$ cat src/design/spg_pkg.sv
// Shared constants, types and the stress floor table for the syllable pitch gradient block.
package spg_pkg;

    localparam int unsigned MAX_RUN_DEF = 255;

    localparam int PITCH_W  = 8;
    localparam int COUNT_W  = 8;
    localparam int STRESS_W = 3;
    localparam int FRAC_W   = 8;
    localparam int ACC_W    = 18;
    localparam int DROP_W   = 9;
    localparam int DIV_W    = PITCH_W + FRAC_W;
    localparam int INT_W    = ACC_W - FRAC_W;
    localparam int FLOOR_W  = 5;

    localparam int unsigned DROP_CAP = 18;

    typedef enum logic [0:0] {
        CMD_START    = 1'b0,
        CMD_SYLLABLE = 1'b1
    } t_cmd;

    typedef enum logic [0:0] {
        ST_IDLE = 1'b0,
        ST_DIV  = 1'b1
    } t_state;

    typedef struct packed {
        logic                     rising;
        logic signed [DROP_W-1:0] drop;
    } t_drop_res;

    // Minimum pitch drop for each stress level.
    function automatic logic [FLOOR_W-1:0] min_drop(input logic [STRESS_W-1:0] stress);
        logic [FLOOR_W-1:0] v;
        case (stress)
            3'd0:    v = 5'd6;
            3'd1:    v = 5'd7;
            3'd2:    v = 5'd9;
            3'd3:    v = 5'd9;
            3'd4:    v = 5'd20;
            3'd5:    v = 5'd20;
            3'd6:    v = 5'd20;
            3'd7:    v = 5'd25;
            default: v = 5'd6;
        endcase
        return v;
    endfunction

endpackage

$ cat src/design/spg_div.sv
// Bit-serial restoring divider: one quotient bit per cycle, unsigned operands.
module spg_div import spg_pkg::*; (
    input  logic               i_clk,
    input  logic               i_rst_n,
    input  logic               i_start,
    input  logic [DIV_W-1:0]   i_dividend,
    input  logic [COUNT_W-1:0] i_divisor,
    output logic               o_done,
    output logic [DIV_W-1:0]   o_quotient
);

    localparam int CNT_W = $clog2(DIV_W);
    localparam logic [CNT_W-1:0] LAST_STEP = CNT_W'(DIV_W - 1);

    logic               r_busy, n_busy;
    logic               r_done, n_done;
    logic [CNT_W-1:0]   r_cnt, n_cnt;
    logic [COUNT_W-1:0] r_rem, n_rem;
    logic [COUNT_W-1:0] r_dvs, n_dvs;
    logic [DIV_W-1:0]   r_quo, n_quo;

    logic [COUNT_W:0]   trial;
    logic [COUNT_W:0]   diff;
    logic               fits;

    // The dividend shifts out of the top of r_quo as quotient bits shift in below.
    assign trial = {r_rem, r_quo[DIV_W-1]};
    assign diff  = trial - {1'b0, r_dvs};
    assign fits  = (trial >= {1'b0, r_dvs});

    always_comb begin
        n_busy = r_busy;
        n_done = 1'b0;
        n_cnt  = r_cnt;
        n_rem  = r_rem;
        n_dvs  = r_dvs;
        n_quo  = r_quo;
        if (i_start) begin
            n_busy = 1'b1;
            n_cnt  = '0;
            n_rem  = '0;
            n_dvs  = i_divisor;
            n_quo  = i_dividend;
        end else if (r_busy) begin
            n_rem = fits ? diff[COUNT_W-1:0] : trial[COUNT_W-1:0];
            n_quo = {r_quo[DIV_W-2:0], fits};
            n_cnt = r_cnt + 1'b1;
            if (r_cnt == LAST_STEP) begin
                n_busy = 1'b0;
                n_done = 1'b1;
            end
        end
    end

    always_ff @(posedge i_clk) begin
        if (!i_rst_n) begin
            r_busy <= 1'b0;
            r_done <= 1'b0;
            r_cnt  <= '0;
        end else begin
            r_busy <= n_busy;
            r_done <= n_done;
            r_cnt  <= n_cnt;
        end
        r_rem <= n_rem;
        r_dvs <= n_dvs;
        r_quo <= n_quo;
    end

    assign o_done     = r_done;
    assign o_quotient = r_quo;

endmodule

$ cat src/design/spg_drop.sv
// Pitch drop shaping: negated integer step, stress floor and cap on falling slopes.
module spg_drop import spg_pkg::*; (
    input  logic signed [ACC_W-1:0]    i_step,
    input  logic        [STRESS_W-1:0] i_stress,
    output t_drop_res                  o_res
);

    localparam logic signed [INT_W-1:0] CAP_V = INT_W'(DROP_CAP);

    logic signed [INT_W-1:0] int_part;
    logic signed [INT_W-1:0] neg_int;
    logic signed [INT_W-1:0] floor_v;
    logic signed [INT_W-1:0] raised;
    logic signed [INT_W-1:0] capped;
    logic                    rising;

    // The upper bits of the step are its floor after an arithmetic shift by the fraction.
    assign int_part = i_step[ACC_W-1:FRAC_W];
    assign neg_int  = -int_part;
    assign floor_v  = {{(INT_W-FLOOR_W){1'b0}}, min_drop(i_stress)};
    assign raised   = (neg_int < floor_v) ? floor_v : neg_int;
    assign capped   = (raised > CAP_V) ? CAP_V : raised;
    assign rising   = !i_step[ACC_W-1] && (i_step != '0);

    assign o_res.rising = rising;
    assign o_res.drop   = rising ? neg_int[DROP_W-1:0] : capped[DROP_W-1:0];

endmodule

$ cat src/design/syllable_pitch_gradient_top.sv
// Top level: command decode, pitch accumulator, serial step divide and output register.
// A start item occupies the block through the divider load, its 16 bit steps and the done flag;
// it produces no result and input stall stays high until the step is stored.
// A syllable item's result appears in the output register in the cycle after it is accepted.
// Syllable items may follow back to back while the output register drains.
// Synchronous active-low reset clears the state, accumulator, step, syllable count and output valid.
module syllable_pitch_gradient_top import spg_pkg::*; #(
    parameter int unsigned MAX_RUN = MAX_RUN_DEF
) (
    input  logic                     i_clk,
    input  logic                     i_rst_n,
    input  logic                     i_valid,
    output logic                     o_stall,
    input  logic                     i_cmd,
    input  logic [PITCH_W-1:0]       i_pitch_start,
    input  logic [PITCH_W-1:0]       i_pitch_end,
    input  logic [COUNT_W-1:0]       i_syllable_count,
    input  logic [STRESS_W-1:0]      i_stress_level,
    output logic                     o_valid,
    input  logic                     i_stall,
    output logic [PITCH_W-1:0]       o_base_pitch,
    output logic signed [DROP_W-1:0] o_pitch_drop,
    output logic                     o_last_syllable
);

    t_state r_state, n_state;

    logic [ACC_W-1:0]          r_acc, n_acc;
    logic signed [ACC_W-1:0]   r_step, n_step;
    logic [COUNT_W-1:0]        r_left, n_left;
    logic                      r_neg, n_neg;
    logic                      r_out_valid, n_out_valid;
    logic [PITCH_W-1:0]        r_base, n_base;
    logic signed [DROP_W-1:0]  r_drop, n_drop;
    logic                      r_last, n_last;

    logic                      in_acc;
    logic                      out_take;
    logic                      div_start;
    logic                      div_done;
    logic [DIV_W-1:0]          div_quo;
    logic [DIV_W-1:0]          dividend;
    logic [COUNT_W-1:0]        n_sat;
    logic [COUNT_W-1:0]        divisor;
    logic [PITCH_W:0]          diff9;
    logic [PITCH_W:0]          mag9;
    logic [ACC_W-1:0]          acc_sum;
    logic [ACC_W-1:0]          quo_ext;
    t_drop_res                 drop_res;

    assign o_stall  = (r_state != ST_IDLE) || (r_out_valid && i_stall);
    assign in_acc   = i_valid && !o_stall;
    assign out_take = r_out_valid && !i_stall;

    assign n_sat    = (32'(i_syllable_count) > MAX_RUN) ? MAX_RUN[COUNT_W-1:0]
                                                         : i_syllable_count;
    assign divisor  = (n_sat > COUNT_W'(1)) ? n_sat : COUNT_W'(1);
    assign diff9    = {1'b0, i_pitch_end} - {1'b0, i_pitch_start};
    assign mag9     = diff9[PITCH_W] ? -diff9 : diff9;
    assign dividend = {mag9[PITCH_W-1:0], {FRAC_W{1'b0}}};
    assign div_start = in_acc && (t_cmd'(i_cmd) == CMD_START);

    assign acc_sum  = r_acc + r_step;
    assign quo_ext  = {{(ACC_W-DIV_W){1'b0}}, div_quo};

    spg_div u_div (
        .i_clk      (i_clk),
        .i_rst_n    (i_rst_n),
        .i_start    (div_start),
        .i_dividend (dividend),
        .i_divisor  (divisor),
        .o_done     (div_done),
        .o_quotient (div_quo)
    );

    spg_drop u_drop (
        .i_step   (r_step),
        .i_stress (i_stress_level),
        .o_res    (drop_res)
    );

    always_comb begin
        n_state     = r_state;
        n_acc       = r_acc;
        n_step      = r_step;
        n_left      = r_left;
        n_neg       = r_neg;
        n_out_valid = out_take ? 1'b0 : r_out_valid;
        n_base      = r_base;
        n_drop      = r_drop;
        n_last      = r_last;
        case (r_state)
            ST_IDLE: begin
                if (in_acc) begin
                    if (t_cmd'(i_cmd) == CMD_START) begin
                        n_acc   = {{(ACC_W-PITCH_W-FRAC_W){1'b0}}, i_pitch_start,
                                   {FRAC_W{1'b0}}};
                        n_left  = n_sat;
                        n_neg   = diff9[PITCH_W];
                        n_state = ST_DIV;
                    end else if (r_left != '0) begin
                        // A rising slope reports the pitch before the step, a falling one after.
                        n_acc       = acc_sum;
                        n_base      = drop_res.rising ? r_acc[FRAC_W +: PITCH_W]
                                                      : acc_sum[FRAC_W +: PITCH_W];
                        n_drop      = drop_res.drop;
                        n_last      = (r_left == COUNT_W'(1));
                        n_left      = r_left - 1'b1;
                        n_out_valid = 1'b1;
                    end
                end
            end
            ST_DIV: begin
                if (div_done) begin
                    n_step  = r_neg ? -quo_ext : quo_ext;
                    n_state = ST_IDLE;
                end
            end
            default: n_state = ST_IDLE;
        endcase
    end

    always_ff @(posedge i_clk) begin
        if (!i_rst_n) begin
            r_state     <= ST_IDLE;
            r_acc       <= '0;
            r_step      <= '0;
            r_left      <= '0;
            r_out_valid <= 1'b0;
        end else begin
            r_state     <= n_state;
            r_acc       <= n_acc;
            r_step      <= n_step;
            r_left      <= n_left;
            r_out_valid <= n_out_valid;
        end
        r_neg  <= n_neg;
        r_base <= n_base;
        r_drop <= n_drop;
        r_last <= n_last;
    end

    assign o_valid         = r_out_valid;
    assign o_base_pitch    = r_base;
    assign o_pitch_drop    = r_drop;
    assign o_last_syllable = r_last;

    a_result_from_syllable: assert property (@(posedge i_clk) disable iff (!i_rst_n)
        $rose(r_out_valid) |-> $past(in_acc && (t_cmd'(i_cmd) == CMD_SYLLABLE)))
        else $error("result appeared without an accepted syllable item");

    a_start_enters_div: assert property (@(posedge i_clk) disable iff (!i_rst_n)
        div_start |=> (r_state == ST_DIV))
        else $error("start item did not begin the step divide");

    a_div_holds_count: assert property (@(posedge i_clk) disable iff (!i_rst_n)
        ($past(r_state) == ST_DIV) && (r_state == ST_DIV) |-> $stable(r_left))
        else $error("syllable count changed during the divide");

    a_drop_bounded: assert property (@(posedge i_clk) disable iff (!i_rst_n)
        r_out_valid |-> (r_drop <= $signed(DROP_W'(DROP_CAP))))
        else $error("pitch drop above its cap");

endmodule

$ cat config.mk
export PLATFORM = sky130hd
export DESIGN_NAME = syllable_pitch_gradient_top
export DESIGN_NICKNAME = d
export VERILOG_FILES = /design/src/design/spg_pkg.sv /design/src/design/spg_div.sv /design/src/design/spg_drop.sv /design/src/design/syllable_pitch_gradient_top.sv
export SDC_FILE = /design/constraint.sdc
export NUM_CORES = 1
export LEC_CHECK = 0
export BUFFER_PORTS_ARGS = -buffer_cell sky130_fd_sc_hd__buf_2
export CAP_MARGIN = 20
export CORE_UTILIZATION = 45
export DETAILED_ROUTE_END_ITERATION = 8
export PLACE_DENSITY_LB_ADDON = 0.12
export SETUP_SLACK_MARGIN = 0.4
export SLEW_MARGIN = 20
export SYNTH_ARGS = -nofsm -noshare
export SYNTH_HDL_FRONTEND = slang
export SYNTH_SLANG_ARGS = --single-unit
$ cat constraint.sdc
create_clock -name i_clk -period 6.7 [get_ports i_clk]
set_input_delay 0.335 -clock i_clk [delete_from_list [all_inputs] [get_ports i_clk]]
set_output_delay 0.335 -clock i_clk [all_outputs]
set_load 0.03 [all_outputs]
Yosys cells after proc, flatten, opt, wreduce, memory -nomap -nowiden. Memories as Yosys holds them, arrays and structs flattened. Index checks and enable logic that the tools add are counted.

$add $sub $neg: 8. $lt $le $gt $ge: 4. Equality and inequality tests: 3. Mux-type cells: 26. Bitwise logic cells: 4. Reduce and logical (&&, ||, !) cells: 18.

Operator list (number): 2-to-1 mux 18 bit (3); 2-to-1 mux 8 bit (5); 2-to-1 mux 16 bit (2); adder 18 bit (1); 2-to-1 mux 9 bit (2); negator 16 -> 18 bit (1); nonzero test 18 bit (1); 2-to-1 mux 1 bit (12); > comparator 10 x 6 -> 1 bit, second input constant (1); less-than comparator 10 x 6 -> 1 bit (1); 2-to-1 mux 10 bit (1); negator 10 bit (1); greater-or-equal comparator 9 x 8 -> 1 bit (1); subtractor 8 x 8 -> 9 bit (1); == test 8 x 1 -> 1 bit, second input constant (1); > comparator 8 x 1 -> 1 bit, second input constant (1); negator 8 bit (1); nonzero test 8 bit (1); subtractor 8 x 1 -> 8 bit, second input constant (1); subtractor 8 bit (1); AND reduction 3 bit (2); logical AND 1 bit (5); adder 4 x 1 -> 4 bit, second input constant (1); == test 4 bit, second input constant (1); other kinds (10) (15).

Flip-flop bits (word level): 103. ROM bits: 40. Input bits: 32. Output and inout port bits: 20. Logic and storage cells: 80. Memories kept: 1.

Memory list: (no name shown) (words 8, bits a word 5, read ports 1, clocked after Yosys merged registers in 0, write ports 0, line spg_pkg.sv:36) `case (stress)`.

Logic depth before layout (Yosys ltp). Gate-level depths: netlist of the first run.

Depth after elaboration: 7. Mapped depth: 14.

Cells and area by module. From an unflattened synthesis of the first run, not the netlist that was laid out.

Cell total of the unflattened synthesis: 743. Area, all modules: 6693.9 um2.

By module, submodules not included: syllable_pitch_gradient_top (times used 1, cells an instance 472, area each 4007.6 um2); spg_div (times used 1, cells an instance 176, area each 1956.9 um2); spg_drop (times used 1, cells an instance 95, area each 729.4 um2).

Worst setup path after synthesis of the first run. No wires, ideal clock.

Path type: reg-to-reg. Start: register r_step[8]. End: register r_drop[1], in the netlist o_pitch_drop[1] (data pin). Arrival time: 2.692 ns. Data required time: 6.444 ns. Path slack: 3.751 ns. Stages on the path, launching flop included: 14. Period minus slack after synthesis: 2.949 ns. Cells stage by stage: dfxtp_1 inv_1 ha_1 or3b_1 xor2_1 ha_1 o21ai_0 a21oi_1 nor4_1 ha_1 a21o_1 o21a_1 buf_6 o22a_1.

RTL lines: from (decl) (line syllable_pitch_gradient_top.sv:29) `logic signed [ACC_W-1:0] r_step, n_step;`; from (signal assigned) (line syllable_pitch_gradient_top.sv:133) `r_step <= n_step;`; to (signal assigned) (line syllable_pitch_gradient_top.sv:139) `r_drop <= n_drop;`; to (decl) (line syllable_pitch_gradient_top.sv:34) `logic signed [DROP_W-1:0] r_drop, n_drop;`.

==> metrics.cfg, run 1 <==
[sta]
rsz0062_at_grt = no
fin_crit_ns = 3.18
slew_violations = 0
finClkSkew_ns = 0.0124
setup_viol = 0
slew-limit-headroom_pct = 32.5
min_period_over_period_pct = 47.5
holdWs_ns = 0.201
max_clock_freq_mhz = 314
hold_viol = 0
worst_slew_pin_slew_ns = 1.01
fin_tns_setup_ns = 0

[clocking]
worstSkewPairLatency_ns = 0.35
clockBufferDepth = 2
root_buffer = clkbuf_16
hold_buffers = 0
cts_resized = 0
cts_sinks = 101
htreeDepth = 3
clkTransAtPathRegs_ns = 0.07
numCtsBuffers = 9
cts_tree = built
postCtsSetupRepairBufs = 0

[global_routing]
grt_pass1_vias = 5079
antenna_found_initial = 0
grt_pass1_wl_mm = 25.2
grt_max_degree = 34
globalRouteOverflowTotal = 0
grt_usage_pct = 22.0

[cells_and_area]
syn_to_final_growth_pct = 10.2
stdcell_count = 948
drive_above_1_share_pct = 10.5
nets = 840
final_util_pct = 50.8
fill_cells = 1321
diodes = 0

[synthesis]
ys_warn_count = 0
avgSynthCellArea_um2 = 8.69
ys_seq_area_share_pct = 37.0
synth.distinct_cells = 70
synth_edf_count = 35
synth_seq_cells = 101
synthCells = 737
synth-async-reset-ratio_pct = 0
ys.flop_type = dfxtp_1
syn_nets = 814
netlist_area_mm2 = 0.00640

[worst_setup_path]
start_kind = register
crit_type = reg2reg
slowest_stage = or3b_1
cp_cell_sequence = inv_1, ha_1, or3b_1, xor2_1, ha_1, o21ai_0, a21oi_1, nor4_1, ha_1, a21o_1, o21a_1, o22a_1
critPathCaptureType = register
crit_path_frequent_cell = ha_1
crit_fanout = 9
slowest_delay_ns = 0.40
critPathArrivalTime_ns = 3.28
worst_ep_required_time_ns = 6.80

[power]
leakage_uw = 0.00294
pwr-share-seq_pct = 43.4
max-vdd-ir-drop_uv = 177
power_density_mw_per_mm2 = 239
p_sw_uw = 539
power.share.clock_pct = 30.6
pwr-share-comb_pct = 26.0
p_int_uw = 1150
power.share.switching_pct = 31.9

[drt]
drt-total-wl_mm = 15.6
drt-met1-wl_mm = 7.28
vias_per_cell = 5.73
wl_met2_mm = 7.33
highest_layer = met4
drtPass1Iterations = 4
wire_per_inst_um = 16.4
dr_wl_met3_um = 612
vias = 5430
drc = 0
final_antenna_net_count = 0
first_iter_violations = 289

[place]
gp_congestion = 0.909
dpl.hpwl_mm = 11.7
dp_cells = 932
port_buffers = 51

[floorplan]
dieWidth_um = 121
design.die.area_mm2 = 0.0147
start_util_pct = 46.1
die_h_um = 121
core.rowCount = 43
io_pins = 52
core_mm2 = 0.0139

[min_path]
hold_path_class = in2reg

[run]
drv_cap = 0

[outcome]
status = finished clean

[power groups by stage]
stage	clock (uW)	sequential (uW)	combinational (uW)
after global placement	0	744	425
after CTS	527	733	440
final	516	733	439
after global routing	550	741	493
after floorplan	0	745	326
after detailed placement	0	746	438
[worst max-delay path, delay by kind of cell, from the launching register on]
family | cells | cell delay [ns]
flops | 1 | 0.37
simple gates | 2 | 0.67
xor+xnor | 1 | 0.25
compound gates | 5 | 0.79
fa+ha+maj | 3 | 0.74
buf+inv | 1 | 0.10
[registers in the layout, summed over array words and instances, names as in the netlist]
signal,count
r_step,18
r_acc,16
u_div.o_quotient,16
o_pitch_drop,9
o_base_pitch,8
r_left,8
u_div.r_dvs,8
u_div.r_rem,8
u_div.r_cnt,4
o_last_syllable,1
o_valid,1
r_neg,1
r_state,1
u_div.o_done,1
u_div.r_busy,1
[logic make-up after synthesis]
family | Yosys count | synth area share [%]
flops | 101 | 37.0
mux | 18 | 2.87
compound gates | 217 | 22.1
simple gates | 224 | 17.3
xor+xnor | 46 | 6.29
fa+ha+maj | 46 | 9.30
buf+inv | 85 | 5.14
[area by class of cell]
| cell class | instances | area (um^2) | share of cell area, % |
|---|---|---|---|
| Clock buffer | 11 | 233 | 3.30 |
| Multi-Input combinational cell | 551 | 3700 | 52.5 |
| Sequential cell | 101 | 2370 | 33.6 |
| Tap cell | 180 | 225 | 3.19 |
| Clock inverter | 5 | 51.3 | 0.727 |
| Timing Repair Buffer | 55 | 305 | 4.33 |
| Inverter | 45 | 169 | 2.39 |
[worst paths after layout]
| check | startpoint | to | slack (ns) | depth (start not counted) |
|---|---|---|---|---|
| hold / removal | i_syllable_count[2] | u_div.r_dvs[2]$_SDFFCE_PP0P_ | 0.20 | 1 |
| setup reg to reg | r_step[8]$_SDFFE_PN0P_ | o_pitch_drop[1]$_DFFE_PP_ | 3.52 | 12 |
| hold reg to reg | r_step[0]$_SDFFE_PN0P_ | r_step[0]$_SDFFE_PN0P_ | 0.48 | 2 |
| setup / recovery | r_step[8]$_SDFFE_PN0P_ | o_pitch_drop[1]$_DFFE_PP_ | 3.52 | 12 |
[layout by cell type (no fill, tap or decap), types with 8 or more instances in the layout]
cell       count
o21a_1        11
ha_1          42
edfxtp_1      35
clkbuf_16      9
nor2_1        68
mux2i_1       15
a31oi_1        9
a22oi_1        8
nand3_1       20
o21ai_0       57
inv_1         43
dfxtp_1       66
o31ai_1        8
xnor2_1       17
nand4_1        9
a21oi_1       46
nand2_1       54
xor2_1        29
a211oi_1      22
buf_2         51
nor3_1        11
nand2b_1       8
a21o_1         9
[synthesized netlist by cell type (all sizes together) (4+ instances only)]
| master | instances | area, um^2 |
|---|---|---|
| xor2 | 29 | 254 |
| a21o | 9 | 67.6 |
| o21a | 11 | 82.6 |
| nor2b | 7 | 43.8 |
| a31oi | 9 | 56.3 |
| ha | 42 | 526 |
| inv | 44 | 165 |
| nor3b | 4 | 30.0 |
| mux2i | 15 | 150 |
| a21oi | 46 | 230 |
| and2 | 5 | 31.3 |
| a22oi | 8 | 60.1 |
| nand4 | 9 | 56.3 |
| nand2 | 54 | 203 |
| o221ai | 4 | 35.0 |
| clkbuf | 36 | 135 |
| nor2 | 68 | 255 |
| and3 | 4 | 25.0 |
| or4 | 7 | 56.3 |
| edfxtp | 35 | 1050 |
| or3 | 5 | 36.3 |
| nand2b | 8 | 50.1 |
| a211oi | 22 | 165 |
| dfxtp | 66 | 1320 |
| nor4 | 7 | 43.8 |
| nand3 | 20 | 100 |
| buf | 4 | 25.0 |
| xnor2 | 17 | 149 |
| o211ai | 6 | 45.0 |
| o31a | 4 | 35.0 |
| nor3 | 12 | 65.1 |
| o21ai | 57 | 285 |
| o31ai | 8 | 60.1 |
[metal layers]
layer,track usage [%],up-vias
met1,28.3,2544
li1,-,2749
met2,36.4,113
met4,8.80,0
met3,3.81,24
met5,0,-
[through the flow]
| stage | total power (uW) | instance area [um^2] | setup slack, ns |
|---|---|---|---|
| 6_report | 1690 | 7060 | 3.52 |
| 5_1_grt | 1780 | 7060 | 3.34 |
| 4_1_cts | 1700 | 7060 | 3.53 |
| 3_5_place_dp | 1180 | 6770 | 3.51 |
| 3_3_place_gp | 1170 | 6750 | 3.60 |
| 2_1_floorplan | 1070 | 6400 | 3.75 |
(Power assumes the default switching activity.)
==> run 2: changes to the inputs <==
--- a/config.mk
+++ b/config.mk
@@ -5,6 +5,7 @@
 export SDC_FILE = /design/constraint.sdc
 export NUM_CORES = 1
 export LEC_CHECK = 0
+export ABC_AREA = 1
 export BUFFER_PORTS_ARGS = -buffer_cell sky130_fd_sc_hd__buf_2
 export CAP_MARGIN = 20
 export CORE_UTILIZATION = 45
==> constraint.sdc (replaced) <==
create_clock -name i_clk -period 2.6 [get_ports i_clk]
set_input_delay 0.13 -clock i_clk [delete_from_list [all_inputs] [get_ports i_clk]]
set_output_delay 0.13 -clock i_clk [all_outputs]
set_load 0.03 [all_outputs]
==> run 2 against run 1 <==
The flow now finishes with violations (negative setup slack); clock power grew to 2.6 times the previous value; combinational power up 120%; sequential power grew to 2.5 times the previous value; area after synthesis is 5.5% higher; routed wire length rose by 11%; hold slack worse by 0.18 ns; largest power group unchanged.
==> metrics.cfg, run 2 <==
[outcome]
status = finished, violations left
violations = negative setup slack

[synthesis]
synth.distinct_cells = 45  ; -36%
synthCells = 963  ; +31%
synth_compound_area_share_pct = 14.5  ; -7.6 points
yosysTopAreaCell = dfxtp_1
synth_top_family_by_area = simple AND/OR/NAND/NOR gates
netlist_area_mm2 = 0.00675  ; +5.5%
synth_most_common_cell = nand2_1
synth_common_cells = 245 x nand2_1, 125 x inv_1, 83 x a21oi_1, 83 x nand3_1, 69 x nor2_1
synth-async-reset-ratio_pct = 0  ; unchanged
synth_seq_cells = 101  ; unchanged
synth-xor-area-share_pct = 2.85  ; -3.4 points
synthAdderAreaFrac_pct = 8.67  ; -0.63 points
synth_top_area_share_pct = 19.6  ; -1.1 points
ys.flop_type = dfxtp_1
syn_nets = 1040  ; +28%
synthSimpleGateAreaFrac_pct = 29.4  ; +12 points
synth_mux_area_share_pct = 0  ; -2.9 points
ys_seq_area_share_pct = 35.1  ; -1.9 points
avgSynthCellArea_um2 = 7.01  ; -19%
ys_warn_count = 0  ; unchanged
synth_edf_count = 35  ; unchanged
synth_area_leaders = dfxtp_1 20%, edfxtp_1 16%, nand2_1 14%

[global_routing]
grt_pass1_vias = 5967  ; +17%
grt_usage_pct = 22.9  ; +0.85 points
globalRouteOverflowTotal = 0  ; unchanged
grt_pass1_wl_mm = 28.8  ; +14%
antenna_found_initial = 0  ; unchanged
grt_max_degree = 24  ; -29%

[place]
gp_congestion = 0.937  ; +3.1%
post_dp_cell_area_mm2 = 0.00741  ; +9.4%
dpl.hpwl_mm = 13.3  ; +13%
port_buffers = 51  ; unchanged

[cells_and_area]
final_util_pct = 55.0  ; +4.2 points
regMostFlops = r_step
layout.cells.most_common = nand2_1
multi_input_area_mm2 = 0.00395  ; +6.6%
layout_common_cells = 242 x nand2_1, 120 x inv_1, 82 x a21oi_1
diodes = 0  ; unchanged
fill_cells = 1427  ; +8.0%
largest_reg_flops = 18  ; unchanged
nets = 1128  ; +34%
drive_above_1_share_pct = 17.4  ; +6.9 points
ff_latch_area_mm2 = 0.00238  ; +0.26%
design_area_mm2 = 0.00802  ; +14%
syn_to_final_growth_pct = 18.8

[sta]
fin_crit_ns = 2.84  ; -0.339 ns
fin_ws_ns = -0.241  ; -3.76 ns
finClkSkew_ns = 0.00972  ; -0.00270 ns
slew-limit-headroom_pct = 53.8  ; +21 points
worst_slew_pin_slew_ns = 0.692  ; -0.321 ns
min_period_over_period_pct = 109  ; +62 points
setup_viol = 9  ; +9
rsz0062_at_grt = yes
max_clock_freq_mhz = 352  ; +12%
slew_violations = 0  ; unchanged
hold_viol = 0  ; unchanged

[power]
power.share.switching_pct = 33.1  ; +1.2 points
p_int_uw = 2770  ; +140%
p_sw_uw = 1370  ; +150%
max-vdd-ir-drop_uv = 339  ; +92%
pwr-share-comb_pct = 23.5  ; -2.5 points
power.share.clock_pct = 32.1  ; +1.5 points
leakage_uw = 0.00404  ; +38%
pwr-share-seq_pct = 44.5  ; +1.1 points
power_density_mw_per_mm2 = 516  ; +120%

[min_path]
hold_path_class = in2reg
hold_path.startpoint = i_syllable_count[4]

[floorplan]
start_util_pct = 46.3  ; +0.16 points
design.die.area_mm2 = 0.0155  ; +5.4%
core.rowCount = 44  ; +2.3%
die_h_um = 125  ; +2.7%
io_pins = 52  ; unchanged
dieWidth_um = 125  ; +2.7%
core_mm2 = 0.0146  ; +5.1%

[clocking]
htreeDepth = 3  ; unchanged
clkTransAtPathRegs_ns = 0.07  ; about the same
clockBufferDepth = 2  ; unchanged
cts_tree = built
root_buffer = clkbuf_16
cts_sinks = 101  ; unchanged
worstSkewPairLatency_ns = 0.36  ; about the same
numCtsBuffers = 9  ; unchanged

[drt]
drt-total-wl_mm = 17.3  ; +11%
drc = 0  ; unchanged
vias = 6374  ; +17%
vias_per_cell = 5.14  ; -10%
drtPass1Iterations = 5  ; +1
wire_per_inst_um = 13.9  ; -15%
first_iter_violations = 342  ; +18%
final_antenna_net_count = 0  ; unchanged

[worst_setup_path]
critPathCaptureType = register
crit_path_frequent_cell = ha_4
worst_ep_required_time_ns = 2.70  ; -4.10 ns
crit_start = r_step[9]$_SDFFE_PN0P_
slowest_stage = dfxtp_4
critPathArrivalTime_ns = 2.94  ; -0.34 ns
start_kind = register
critPathTopFamily = adder cells
cp_cell_sequence = inv_4, ha_4, nand2_4, xor2_4, inv_2, ha_4, nand4_1, o211ai_1, inv_1, ha_4, inv_6, buf_4, nand2_1, nand2_1, nor2_2, nand2_2, nand2_2, a21oi_1
crit_fanout = 7  ; -2
reg2reg_from = r_step[9]$_SDFFE_PN0P_
worstPathBufferInverterCount = 5  ; +4
slowest_delay_ns = 0.36  ; -0.04 ns
crit_type = reg2reg

[run]
drv_cap = 0  ; unchanged

run 2: power by group through the flow:
stage | Sequential [uW] | Combinational (uW) | Clock, uW
6_report | 1840 | 972 | 1330
2_1_floorplan | 1900 | 671 | 0
3_3_place_gp | 1880 | 944 | 0
5_1_grt | 1850 | 1110 | 1420
3_5_place_dp | 1870 | 941 | 0
4_1_cts | 1840 | 957 | 1360
run 2: layer usage:
| layer | vias up | track usage, % | wire length [um] |
|---|---|---|---|
| li1 | 3364 | - | - |
| met1 | 2883 | 29.3 | 8280 |
| met2 | 107 | 38.9 | 8160 |
| met3 | 20 | 4.64 | 562 |
| met4 | 0 | 6.09 | 266 |
| met5 | - | 0 | 0 |
run 2: final cells by class:
| cell class | count | share of cell area [%] |
|---|---|---|
| repair buffers | 102 | 8.16 |
| clock inverters | 7 | 0.795 |
| clock buffers | 9 | 2.81 |
| well taps | 184 | 2.87 |
| multi-input cells | 700 | 49.2 |
| inverters | 137 | 6.55 |
| flip-flops and latches | 101 | 29.6 |
run 2: per-stage QoR:
| step | power [uW] | instances | hold WS, ns | TNS, ns | setup WS [ns] |
|---|---|---|---|---|---|
| after CTS | 4160 | 1235 | 0.000791 | -1.03 | -0.133 |
| final | 4140 | 1240 | 0.0170 | -1.91 | -0.241 |
| after global routing | 4380 | 1240 | 0.00418 | -3.49 | -0.408 |
| after global placement | 2820 | 1205 | 0.359 | -1.86 | -0.218 |
| after detailed placement | 2820 | 1205 | 0.347 | -2.28 | -0.280 |
| after floorplan | 2570 | 963 | 0.276 | -0.792 | -0.102 |
run 2: final timing paths:
check / endpoint / slack, ns / cells after the start
worst min register to register: u_div.r_rem[7]$_SDFFE_PP0P_ / 0.47 / 2
worst max-delay path: o_pitch_drop[1]$_DFFE_PP_ / -0.24 / 18
worst min-delay path: u_div.r_dvs[4]$_SDFFCE_PP0P_ / 0.02 / 1
worst max register to register: o_pitch_drop[1]$_DFFE_PP_ / -0.24 / 18
run 2: cell families (layout without fill, tap and decap cells):
logic type      after synthesis  after routing
simple gates                455            456
compound gates              177            177
buf+inv                     163            255
flops                       101            101
fa+ha+maj                    45             45
xor+xnor                     22             22
run 2: repair_timing:
action,CTS,global route
hold endpoints to repair,4,1
gates resized for setup,10,25
setup buffers,9,4
endpoints found under the setup margin,9,16
pin swaps,6,5
hold buffers,4,1
cloned,1,0
==> run 3: changes to the inputs <==
--- a/config.mk
+++ b/config.mk
@@ -5,7 +5,7 @@
 export SDC_FILE = /design/constraint.sdc
 export NUM_CORES = 1
 export LEC_CHECK = 0
-export ABC_AREA = 1
+export ABC_AREA = 0
 export BUFFER_PORTS_ARGS = -buffer_cell sky130_fd_sc_hd__buf_2
 export CAP_MARGIN = 20
 export CORE_UTILIZATION = 45
==> run 3 against run 2 <==
The run still ends with negative setup slack left; count of clock-buffer cells in the layout increased by 2; critical path type unchanged; core utilization increased by 2.5 points; first-iteration DRC count decreased by 28%; register-to-register slack got worse by 0.11 ns; routed wire length decreased by 4.9%; die area decreased by 5.1%; hold slack got worse by 0.0047 ns; sequential power increased by 3%; clock skew decreased by 0.00090 ns; sequential share of layout area increased by 0.26 points; flip-flop and latch count unchanged; combinational power increased by 38%.
==> metrics.cfg, run 3 (synthesis results as in run 1) <==
[floorplan]
core_mm2 = 0.0139  ; -4.9%
io_pins = 52  ; unchanged
die_h_um = 121  ; -2.6%
design.die.area_mm2 = 0.0147  ; -5.1%
core.rowCount = 43  ; -2.3%
dieWidth_um = 121  ; -2.6%
start_util_pct = 46.1  ; -0.16 points

[outcome]
status = finished, violations left
violations = negative setup slack

[clocking]
numCtsBuffers = 9  ; unchanged
htreeDepth = 3  ; unchanged
cts_tree = built
clockBufferDepth = 2  ; unchanged
clkTransAtPathRegs_ns = 0.07  ; about the same
worstSkewPairLatency_ns = 0.35  ; about the same
root_buffer = clkbuf_16
cts_sinks = 101  ; unchanged

[global_routing]
grt_pass1_wl_mm = 25.9  ; -9.9%
globalRouteOverflowTotal = 0  ; unchanged
antenna_found_initial = 0  ; unchanged
grt_usage_pct = 22.6  ; -0.28 points
grt_max_degree = 34  ; +42%
grt_pass1_vias = 5350  ; -10%

[cells_and_area]
drive_above_1_share_pct = 24.6  ; +7.2 points
final_util_pct = 57.5  ; +2.5 points
syn_to_final_growth_pct = 24.6
fill_cells = 1262  ; -12%
stdcell_count = 1009  ; -19%
diodes = 0  ; unchanged
ff_latch_area_mm2 = 0.00239  ; +0.32%
largest_reg_flops = 18  ; unchanged
layout.cells.most_common = nor2_1
regMostFlops = r_step
nets = 901  ; -20%
layout_common_cells = 64 x nor2_1, 59 x dfxtp_1, 51 x o21ai_0, 51 x buf_2
multi_input_area_mm2 = 0.00407  ; +3.2%

[drt]
drc = 0  ; unchanged
drtPass1Iterations = 4  ; -1
final_antenna_net_count = 0  ; unchanged
first_iter_violations = 247  ; -28%
drt-total-wl_mm = 16.4  ; -4.9%
wire_per_inst_um = 16.3  ; +17%
vias = 5732  ; -10%
vias_per_cell = 5.68  ; +11%

[sta]
slew_violations = 0  ; unchanged
min_period_over_period_pct = 113  ; +4.2 points
fin_ws_ns = -0.350  ; -0.110 ns
rsz0062_at_grt = yes
fin_crit_ns = 2.95  ; +0.110 ns
setup_viol = 9  ; unchanged
slew-limit-headroom_pct = 55.0  ; +1.2 points
worst_slew_pin_slew_ns = 0.669  ; -0.0227 ns
max_clock_freq_mhz = 339  ; -3.7%
hold_viol = 0  ; unchanged
finClkSkew_ns = 0.00883  ; -0.000895 ns

[worst_setup_path]
start_kind = register
critPathArrivalTime_ns = 3.05  ; +0.11 ns
worstPathBufferInverterCount = 1  ; -4
cp_cell_sequence = inv_4, ha_4, or3b_4, xor2_2, ha_1, o21ai_1, a21oi_1, nor4_2, ha_1, a21o_1, o21a_4, o22a_1
slowest_delay_ns = 0.39  ; +0.03 ns
crit_fanout = 4  ; -3
crit_path_frequent_cell = ha_1
critPathTopFamily = compound AO/OA/AOI/OAI gates
crit_type = reg2reg
worst_ep_required_time_ns = 2.70  ; about the same
slowest_stage = or3b_4
critPathCaptureType = register

[power]
power.share.clock_pct = 29.8  ; -2.3 points
max-vdd-ir-drop_uv = 329  ; -2.8%
power_density_mw_per_mm2 = 576  ; +12%
pwr-share-seq_pct = 41.0  ; -3.5 points
pwr-share-comb_pct = 29.1  ; +5.6 points
power.share.switching_pct = 32.1  ; -1.0 points
p_sw_uw = 1480  ; +7.7%
p_int_uw = 3120  ; +13%
leakage_uw = 0.00330  ; -18%

[place]
gp_congestion = 0.889  ; -5.1%
dpl.hpwl_mm = 12.0  ; -9.6%
dp_cells = 971  ; -19%
port_buffers = 51  ; unchanged

[run]
drv_cap = 0  ; unchanged

[min_path]
hold_path_class = in2reg

[run 3: changes by cell type in the layout (fill, tap and decap cells not counted), sizes merged, moves of 8 or more]
cell,previous run,this run
nand2,258,54
nand3,84,20
buf,97,110
nand2b,0,8
xnor2,3,17
a21oi,83,46
inv,140,44
a211oi,1,22
o21a,2,11
mux2i,0,15
xor2,19,29
[run 3: routing by layer]
metal	up-vias	track usage (%)	wire length (um)
met5	-	0	0
met4	0	9.18	480
met3	27	2.73	394
met2	99	39.4	8120
met1	2742	28.1	7420
li1	2864	-	-
[run 3: power by group through the flow]
stage / sequential (uW) / combinational, uW / clock [uW]
finish: 1890 / 1340 / 1370
global route: 1910 / 1480 / 1460
CTS: 1880 / 1230 / 1400
detailed placement: 1910 / 1170 / 0
global placement: 1910 / 1150 / 0
floorplan: 1920 / 848 / 0
[run 3: layout make-up]
type,count,share of cell area [%]
Clock buffer,11,3.45
Clock inverter,5,0.361
Inverter,45,2.20
Multi-Input combinational cell,551,51.1
Sequential cell,101,29.9
Tap cell,180,2.82
Timing Repair Buffer,116,10.2
[run 3: path summary, 6_finish.rpt]
path	start	to	slack, ns	cells after the start
setup / recovery	r_step[8]$_SDFFE_PN0P_	o_pitch_drop[1]$_DFFE_PP_	-0.35	12
hold / removal	i_syllable_count[4]	u_div.r_dvs[4]$_SDFFCE_PP0P_	0.01	1
setup reg to reg	r_step[8]$_SDFFE_PN0P_	o_pitch_drop[1]$_DFFE_PP_	-0.35	12
hold reg to reg	o_valid$_SDFF_PN0_	o_valid$_SDFF_PN0_	0.49	2
[run 3: worst reg2reg max path: stages, from the launching register on]
cell and delay [ns]:
dfxtp_4 0.36, inv_4 0.06, ha_4 0.12, or3b_4 0.39, xor2_2 0.17, ha_1 0.27
o21ai_1 0.09, a21oi_1 0.07, nor4_2 0.31, ha_1 0.29, a21o_1 0.17, o21a_4 0.21
o22a_1 0.19
[run 3: what timing repair did]
item	in CTS	in global routing
pin swaps	11	24
hold buffers	5	0
endpoints found under the setup margin	54	47
resized for setup	39	49
setup buffers	8	8
cloned	0	1
endpoints found under the hold margin	5	0
[run 3: metrics by stage]
step / cell area (um^2) / hold WS, ns / power [uW] / TNS (ns) / setup slack, ns
floorplan: 6460 / 0.266 / 2770 / -1.11 / -0.283
global placement: 7100 / 0.353 / 3060 / -2.11 / -0.288
detailed placement: 7100 / 0.358 / 3090 / -2.84 / -0.363
CTS: 7690 / 0.00222 / 4510 / -2.66 / -0.343
global route: 7980 / 0.00439 / 4840 / -3.92 / -0.494
finish: 7980 / 0.0123 / 4600 / -2.57 / -0.350
